--- src/rtl/msft_pkg.sv ---
// Package of the multicast source filter table: operation and status codes.
// No dependencies.
package msft_pkg;
  localparam int unsigned GroupSlotsDef = 8;
  localparam int unsigned SourcesPerGroupDef = 8;
  localparam int unsigned AddrW = 32;
  localparam int unsigned OpW = 3;
  localparam int unsigned StatusW = 2;
  localparam int unsigned SlotOutW = 3;

  localparam logic [OpW-1:0] OP_QUERY  = 3'd0;
  localparam logic [OpW-1:0] OP_CREATE = 3'd1;
  localparam logic [OpW-1:0] OP_SETMD  = 3'd2;
  localparam logic [OpW-1:0] OP_ADD    = 3'd3;
  localparam logic [OpW-1:0] OP_REMOVE = 3'd4;
  localparam logic [OpW-1:0] OP_DELETE = 3'd5;

  localparam logic [StatusW-1:0] ST_OK           = 2'd0;
  localparam logic [StatusW-1:0] ST_NOT_FOUND    = 2'd1;
  localparam logic [StatusW-1:0] ST_NO_RESOURCES = 2'd2;
  localparam logic [StatusW-1:0] ST_ZERO_ADDR    = 2'd3;

  // Command broadcast from the sequencer to every group cell.
  typedef struct packed {
    logic       search;   // never set by the sequencer and not read by the cells
    logic       create;   // claim the selected slot
    logic       setmd;    // set mode, clear list
    logic       clear;    // free the selected slot
    logic       shift;    // advance the source walk one position
    logic       append;   // write source at the list end
    logic       fmode;
  } msft_cmd_t;
endpackage

--- src/rtl/msft_cell.sv ---
// One group slot: address, mode, source list as a shift ring.
// Uses msft_pkg. The ring rotates one entry per walk cycle.
module msft_cell #(
  parameter int unsigned SourcesPerGroup = 8
) (
  input  logic                        clk_i,
  input  logic                        rst_ni,
  input  msft_pkg::msft_cmd_t         cmd_i,
  input  logic                        sel_i,
  input  logic [msft_pkg::AddrW-1:0]  grp_i,
  input  logic [msft_pkg::AddrW-1:0]  src_i,
  input  logic                        drop_i,
  output logic                        match_o,
  output logic                        free_o,
  output logic                        excl_o,
  output logic [$clog2(SourcesPerGroup+1)-1:0] cnt_o,
  output logic [msft_pkg::AddrW-1:0]  head_o
);
  import msft_pkg::*;
  localparam int unsigned CntW = $clog2(SourcesPerGroup + 1);
  localparam int unsigned Depth = SourcesPerGroup;
  localparam int unsigned IdxW = (Depth > 1) ? $clog2(Depth) : 1;

  logic [AddrW-1:0] addr_q;
  logic             excl_q;
  logic [CntW-1:0]  cnt_q;
  logic [AddrW-1:0] ring_q [Depth];
  logic [CntW-1:0]  tail_idx;

  assign match_o  = (addr_q == grp_i) && (addr_q != '0);
  assign free_o   = (addr_q == '0);
  assign excl_o   = excl_q;
  assign cnt_o    = cnt_q;
  assign head_o   = ring_q[0];
  assign tail_idx = cnt_q - 1'b1;

  always_ff @(posedge clk_i or negedge rst_ni) begin
    if (!rst_ni) begin
      addr_q <= '0;
      excl_q <= 1'b0;
      cnt_q  <= '0;
    end else if (sel_i) begin
      if (cmd_i.create) begin
        addr_q <= grp_i;
        excl_q <= 1'b0;
        cnt_q  <= '0;
      end else if (cmd_i.setmd) begin
        excl_q <= cmd_i.fmode;
        cnt_q  <= '0;
      end else if (cmd_i.clear) begin
        addr_q <= '0;
        excl_q <= 1'b0;
        cnt_q  <= '0;
      end else if (cmd_i.append) begin
        cnt_q <= cnt_q + 1'b1;
      end else if (cmd_i.shift && drop_i) begin
        cnt_q <= cnt_q - 1'b1;
      end
    end
  end

  // Walk: rotate the first cnt entries; on drop, skip the head (compacts list).
  // Append writes at position cnt.
  always_ff @(posedge clk_i) begin
    if (sel_i && cmd_i.append) begin
      ring_q[cnt_q[IdxW-1:0]] <= src_i;
    end else if (sel_i && cmd_i.shift) begin
      for (int j = 0; j < Depth - 1; j++) begin
        ring_q[j] <= ring_q[j+1];
      end
      if (!drop_i) begin
        ring_q[tail_idx[IdxW-1:0]] <= ring_q[0];
      end
    end
  end
endmodule

--- config.mk ---
export PLATFORM = sky130hd
export DESIGN_NAME = msft_cell
export DESIGN_NICKNAME = d
export VERILOG_FILES = /design/src/rtl/msft_pkg.sv /design/src/rtl/msft_cell.sv
export SDC_FILE = /design/constraint.sdc
export NUM_CORES = 1
export LEC_CHECK = 0
export BUFFER_PORTS_ARGS = -buffer_cell sky130_fd_sc_hd__buf_2
export CORE_UTILIZATION = 30
export DETAILED_ROUTE_END_ITERATION = 10
export PLACE_DENSITY = 0.54
export SLEW_MARGIN = 20
export SYNTH_ARGS = -nofsm -noshare
export SYNTH_HDL_FRONTEND = slang
export SYNTH_SLANG_ARGS = --single-unit
--- constraint.sdc ---
create_clock -name clk_i -period 9.5 [get_ports clk_i]
set_input_delay 1.9 -clock clk_i [delete_from_list [all_inputs] [get_ports clk_i]]
set_output_delay 1.9 -clock clk_i [all_outputs]
set_load 0.01 [all_outputs]
* After elaboration in Yosys (flattened, before gate mapping)
Memory sizes are Yosys's and may differ from the RTL's.
Cells that the tools add are included.
** Operators by class
- $add $sub $neg :: 2
- Eq/ne operators :: 2
- Muxes and demuxes :: 23
- Reduce and logical (&&, ||, !) cells :: 13
** Operators with widths (number)
- two-way mux 32 bit :: 4
- equality test 32 bit :: 1
- logical NOT 32 bit :: 1
- nonzero test 32 bit :: 1
- OR reduction 32 bit :: 1
- two-way mux 4 bit :: 5
- two-way mux 1 bit :: 13
- nonzero test 5 bit :: 1
- adder 4 x 1 -> 4 bit, second input constant :: 1
- logical AND 1 bit :: 4
- AND reduction 2 bit :: 2
- subtractor 4 x 1 -> 4 bit, second input constant :: 1
- two-way mux 3 bit :: 1
- AND reduction 3 bit :: 1
- nonzero test 3 bit :: 1
- inequality test 2 x 1 -> 1 bit, second input constant :: 1
- nonzero test 2 bit :: 1
** Word-level totals
- Flip-flop bits (word level) :: 37
- RAM bits :: 256
- Output and inout bits :: 39
- Logic and storage cells :: 44
- Memories kept :: 1
** Memory list
- ring_q :: words 8, width 32, read ports 8, clocked after Yosys merged registers in 0, wr ports 8, RTL line msft_cell.sv:27 : logic [AddrW-1:0] ring_q [Depth];

* Longest topological paths before layout
- Word-level depth :: 6
- Depth in mapped cells :: 9
- Mapped depth without buffers :: 6

* Worst setup path before layout
No wires, ideal clock.
- Kind :: input-to-reg
- From :: input cmd_i[1] in the netlist's numbering
- To :: memory ring_q[7][0] (enable)
- Library setup time :: 466 ps
- Arrival :: 4681 ps
- Required time :: 9034 ps
- Path slack :: 4353 ps
- Stages :: 3
- Cells stage by stage :: buf_1 nand4_1 o21ai_0
** RTL lines
- from (decl) :: RTL line msft_cell.sv:8 : input msft_pkg::msft_cmd_t cmd_i,
- to (decl) :: RTL line msft_cell.sv:27

* Final worst setup path
- From :: input grp_i[28] in the netlist's numbering
- To :: output match_o
** Between the ends
- Longest elaborated chain between the ends :: 2
** Ends and longest elaborated chain
- from (decl) :: RTL line msft_cell.sv:10 : input logic [msft_pkg::AddrW-1:0] grp_i,
- equality test 32 bit :: RTL line msft_cell.sv:30 : assign match_o = (addr_q == grp_i) && (addr_q != '0);
- logical AND 1 bit :: RTL line msft_cell.sv:30
- to (decl) :: RTL line msft_cell.sv:13 : output logic match_o,
Every way passes these cells.

==> run summary <==
The quantity of gates resized following cts came out at 0. On the worst path, the slowest cell contributes a delay of around 360 ps. The number of cells on the worst reg-to-reg path came out at 7. Input and output buffers added on the ports amount to ~110.

The total wirelength of the detailed-routed design came out at between 30000 and 40000 microns. The hold-fix buffer count after cts is 0. The HPWL after detailed placement is ~19000 microns. The overall routing resource usage came out at approximately 15%. Sorting the synthesized cells by area gives the leading types as sky130_fd_sc_hd__edfxtp_1 (56%), sky130_fd_sc_hd__nand2_1 (7.1%), sky130_fd_sc_hd__dfrtp_1 (6.8%), sky130_fd_sc_hd__nor2_1 (4.8%), sky130_fd_sc_hd__a31oi_1 (4.4%).

The worst setup path is captured at an output pin. The total chip power is roughly 3.2 mW. The CTS buffer count is 36. The total overflow left after global routing is 0.

The flow ran to the end, and the final reports show no timing, DRC or antenna violations. The synthesized instance count came out at approximately 1300. The area of the mapped netlist is between 10000 and 15000 sq um. The first global-routing pass estimated 55800 microns of wire.

The number of distinct library cell variants in the gate-level netlist after synthesis is 44. The share of final-layout standard cells stronger than drive strength 1 came out at between 10% and 20%. The number of top-level pins came out at approximately 110. The final clock period utilization by the worst path is a little over half. The master cell of the clock root buffer is sky130_fd_sc_hd__clkbuf_16. The most common cell type on the critical path is sky130_fd_sc_hd__buf_2. The clock insertion delay at the later pin of the skew report is 550 ps. The post-detailed-route DRC marker count is 0. The area growth from synthesis to layout is 17.5%. The arrival time of the worst setup path came out at 3070 ps. The pin count of the biggest net entering global routing is 93. The wire length per cell came out at roughly 18 microns. The largest clock skew in the final design is roughly 21 ps. The via-per-instance ratio came out at slightly above 5. Row generation in the floorplan step produced 77 rows. Counting tap cells, the placed design contains a total of around 1900 instances. The synthesized design devotes to its leading area cell type between 50% and 60% of total area. In this run the remaining antenna-violating nets after routing total 0. The CTS tree is built. The setup TNS came out at 0 ps. The slowest stage cell on the critical path is sky130_fd_sc_hd__nor4_1. The total core area came out at 44600 sq um. The synthesized design contains ~290 register bits. The actual transition at the worst max-transition pin is about 950 ps.

The length of the first detailed-routing pass in iterations is 5. The worst hold slack is 499 ps. The number of nets at the end of the flow is 1430. Summing the areas of all compound-gate instances in the mapped netlist gives 15.0% of the synthesized area.

The via count of the first global-routing pass is roughly 9700. The worst setup path is launched from an input pin. The die area is ~46000 sq um. The number of synthesized flops with an enable pin came out at between 200 and 300. The areal power density over the cells came out at between 150 and 200 nW/um^2.

The static leakage came out at between 5 and 6 nW. The number of filler instances in the final layout came out at ~4400. The count of final hold-check violations is 0. The async set-or-reset flop fraction in the synthesized netlist came out at around an eighth. Summed over all instances, the cell type with the most area after synthesis is sky130_fd_sc_hd__edfxtp_1. The clock sink total came out at slightly below 300. The number of pins with negative max-slew slack in the final report is 0. Of the post-synthesis cell area, the part taken by muxes is less than 1%. The critical path class is in2out. The adder and majority gate portion of the synthesized area is less than 1%. The violation count after the first detailed-route iteration is just under 800. The critical path goes through buf_2 -> xor2_1 -> nor4_1 -> nand4_1 -> nor3_1 -> buf_2. The clock period minus worst slack came out at roughly 5000 ps.

The buffer count from post-CTS setup fixing is 0. The cell count along the critical path came out at 6. Grouping stages by cell kind, the critical path spends the most delay in simple AND/OR/NAND/NOR gates. Among all flip-flop cells after synthesis, the most frequent one is sky130_fd_sc_hd__edfxtp_1. The initial antenna violation count was 4. Setup violations remaining at the end of the flow were counted as 0. At the end of routability-driven placement, the weighted congestion stood at roughly 0.74. The maximum clock path buffer count is 3. For the worst setup path, the data required time is 7600 ps. The effective utilization at floorplan came out at 30.6%. Summing the areas of all and, or, nand and nor instances in the mapped netlist gives 16.5% of the synthesized area. Across the whole layout, storage elements account for approximately 8600 sq um. The sequential area share after synthesis came out at between 60 and 70%. Detailed routing inserted a total of between 10000 and 15000 vias. The worst max-slew margin expressed relative to the limit is 36.4%. The min-delay analysis places its worst path in the category reg2reg. The die is around 220 microns tall. The parity-gate share of the synthesized area counting xor and xnor cells is 2.42%.

Setup repair after global routing left no endpoint under its margin. Once layout is complete, the cells apart from fillers number around 2000. The mean area per synthesized cell is approximately 11 sq um. The worst hold path depth came out at 2.

The synthesis warning total is 0. The H-tree depth is 2. The count of buffer and inverter cells on the critical path is 2. The worst IR drop on VDD is 0.000109 V. In this run the worst path has a maximum fanout of 2. Clock-pin slew was measured on the worst setup and hold paths at ~60 ps. The horizontal extent of the die came out at 215 microns.

After synthesis, the largest family of logic cells by area is simple AND/OR/NAND/NOR gates. The total of max-cap violations came out at 0. The core utilization of the finished layout came out at between 30% and 40%. The achievable frequency came out at 0.201 GHz. The post-synthesis net count came out at 1343.

The multi-input combinational cells in the finished layout cover a total of ~4800 sq um.
==> through the flow <==
step | worst slack (ps) | cell area, sq um
after global routing | 4410 | 16100
after global placement | 4210 | 14900
final | 4530 | 16100
after CTS | 4530 | 16100
after floorplan | 4350 | 13700
after detailed placement | 4130 | 14900
==> cells by family (layout without fill, tap and decap cells) <==
logic type	after synthesis	in the layout
AOI/OAI and AO/OA	307	307
xor gates and xnor gates	36	36
adders and majority gates	2	2
buffers and inverters	86	200
DFF	293	293
muxes	2	2
other	0	1
and+or+nand+nor	540	540
==> worst reg2reg max path, cell delays in order, from the launching register on <==
cell                       delay, ps
sky130_fd_sc_hd__dfrtp_1         720
sky130_fd_sc_hd__clkinv_1        400
sky130_fd_sc_hd__ha_1            440
sky130_fd_sc_hd__nor2b_1         500
sky130_fd_sc_hd__nand3_2         490
sky130_fd_sc_hd__buf_4           480
sky130_fd_sc_hd__nor2_1          160
sky130_fd_sc_hd__a21oi_1          50
==> per-layer routing <==
| metal | vias to the layer above | share of wire, % | track usage [%] |
|---|---|---|---|
| met1 | 4934 | 45 | 20.5 |
| met2 | 260 | 47 | 24.6 |
| met4 | 6 | 1.9 | 4.47 |
| met5 | - | 0.096 | 0 |
| met3 | 59 | 6.2 | 3.41 |
| li1 | 4801 | - | - |
==> worst paths after layout <==
| check | slack [ps] | end | startpoint |
|---|---|---|---|
| setup / recovery | 4530 | match_o | grp_i[28] |
| hold / removal | 500 | ring_q[0][27]$_DFFE_PP_ | ring_q[1][27]$_DFFE_PP_ |
| setup reg to reg | 5980 | ring_q[5][10]$_DFFE_PP_ | cnt_o[0]$_DFFE_PN0P_ |
| hold reg to reg | 500 | ring_q[0][27]$_DFFE_PP_ | ring_q[1][27]$_DFFE_PP_ |
| max in group asynchronous | 7480 | addr_q[26]$_DFFE_PN0P_ | rst_ni |
| min in group asynchronous | 1470 | addr_q[18]$_DFFE_PN0P_ | rst_ni |
==> synth_stat cells (all sizes together) (2+ instances only) <==
cell / n
buf: 39
a21oi: 68
clkbuf: 44
o21a: 64
nor2b: 3
xor2: 34
ha: 2
nor3: 7
nor4: 16
a41oi: 3
nand4: 8
a22o: 32
inv: 2
dfrtp: 37
xnor2: 2
nor2: 173
mux2i: 2
edfxtp: 256
a31oi: 97
o21ai: 5
nand3: 69
a21boi: 32
nand2: 257
==> cells in the final DEF, fill, tap and decap left out, types with 2 or more instances in the layout <==
| cell type | instances |
|---|---|
| sky130_fd_sc_hd__a31oi_1 | 96 |
| sky130_fd_sc_hd__clkbuf_16 | 36 |
| sky130_fd_sc_hd__nand3_1 | 65 |
| sky130_fd_sc_hd__nand4_4 | 3 |
| sky130_fd_sc_hd__edfxtp_1 | 256 |
| sky130_fd_sc_hd__nand2_1 | 257 |
| sky130_fd_sc_hd__nor2_4 | 6 |
| sky130_fd_sc_hd__a21boi_0 | 32 |
| sky130_fd_sc_hd__dfrtp_1 | 37 |
| sky130_fd_sc_hd__clkinv_2 | 5 |
| sky130_fd_sc_hd__clkinv_4 | 2 |
| sky130_fd_sc_hd__nor3_1 | 7 |
| sky130_fd_sc_hd__o21ai_0 | 3 |
| sky130_fd_sc_hd__nand3_2 | 4 |
| sky130_fd_sc_hd__clkinv_1 | 8 |
| sky130_fd_sc_hd__mux2i_1 | 2 |
| sky130_fd_sc_hd__a21oi_1 | 68 |
| sky130_fd_sc_hd__clkbuf_8 | 2 |
| sky130_fd_sc_hd__a22o_1 | 32 |
| sky130_fd_sc_hd__nand4_1 | 5 |
| sky130_fd_sc_hd__xor2_1 | 33 |
| sky130_fd_sc_hd__nor2b_1 | 3 |
| sky130_fd_sc_hd__buf_4 | 20 |
| sky130_fd_sc_hd__inv_1 | 2 |
| sky130_fd_sc_hd__a41oi_1 | 3 |
| sky130_fd_sc_hd__o21a_1 | 64 |
| sky130_fd_sc_hd__nor2_1 | 167 |
| sky130_fd_sc_hd__nor4_1 | 16 |
| sky130_fd_sc_hd__buf_2 | 112 |
| sky130_fd_sc_hd__ha_1 | 2 |
| sky130_fd_sc_hd__clkbuf_1 | 6 |
| sky130_fd_sc_hd__bufinv_16 | 4 |
==> cell type report <==
type / instances / area share [%]
Multi-Input combinational cell: 887 / 29.9
Timing Repair Buffer: 132 / 4.43
Tap cell: 592 / 4.61
Inverter: 3 / 0.0701
Sequential cell: 293 / 53.6
Clock buffer: 44 / 5.92
Clock inverter: 21 / 1.46
Antenna cell: 1 / 0.0156
==> registers in the layout, indices dropped and copies added, names as in the netlist <==
name	flops
ring_q	256
addr_q	32
cnt_o	4
excl_o	1
==> where the power goes <==
group | internal (mW) | switching (mW) | total (mW)
sequential | 1.48 | 0.0464 | 1.53
clock | 0.828 | 0.560 | 1.39
combinational | 0.0996 | 0.157 | 0.257
No activity file was read; power rests on OpenSTA's default activity.
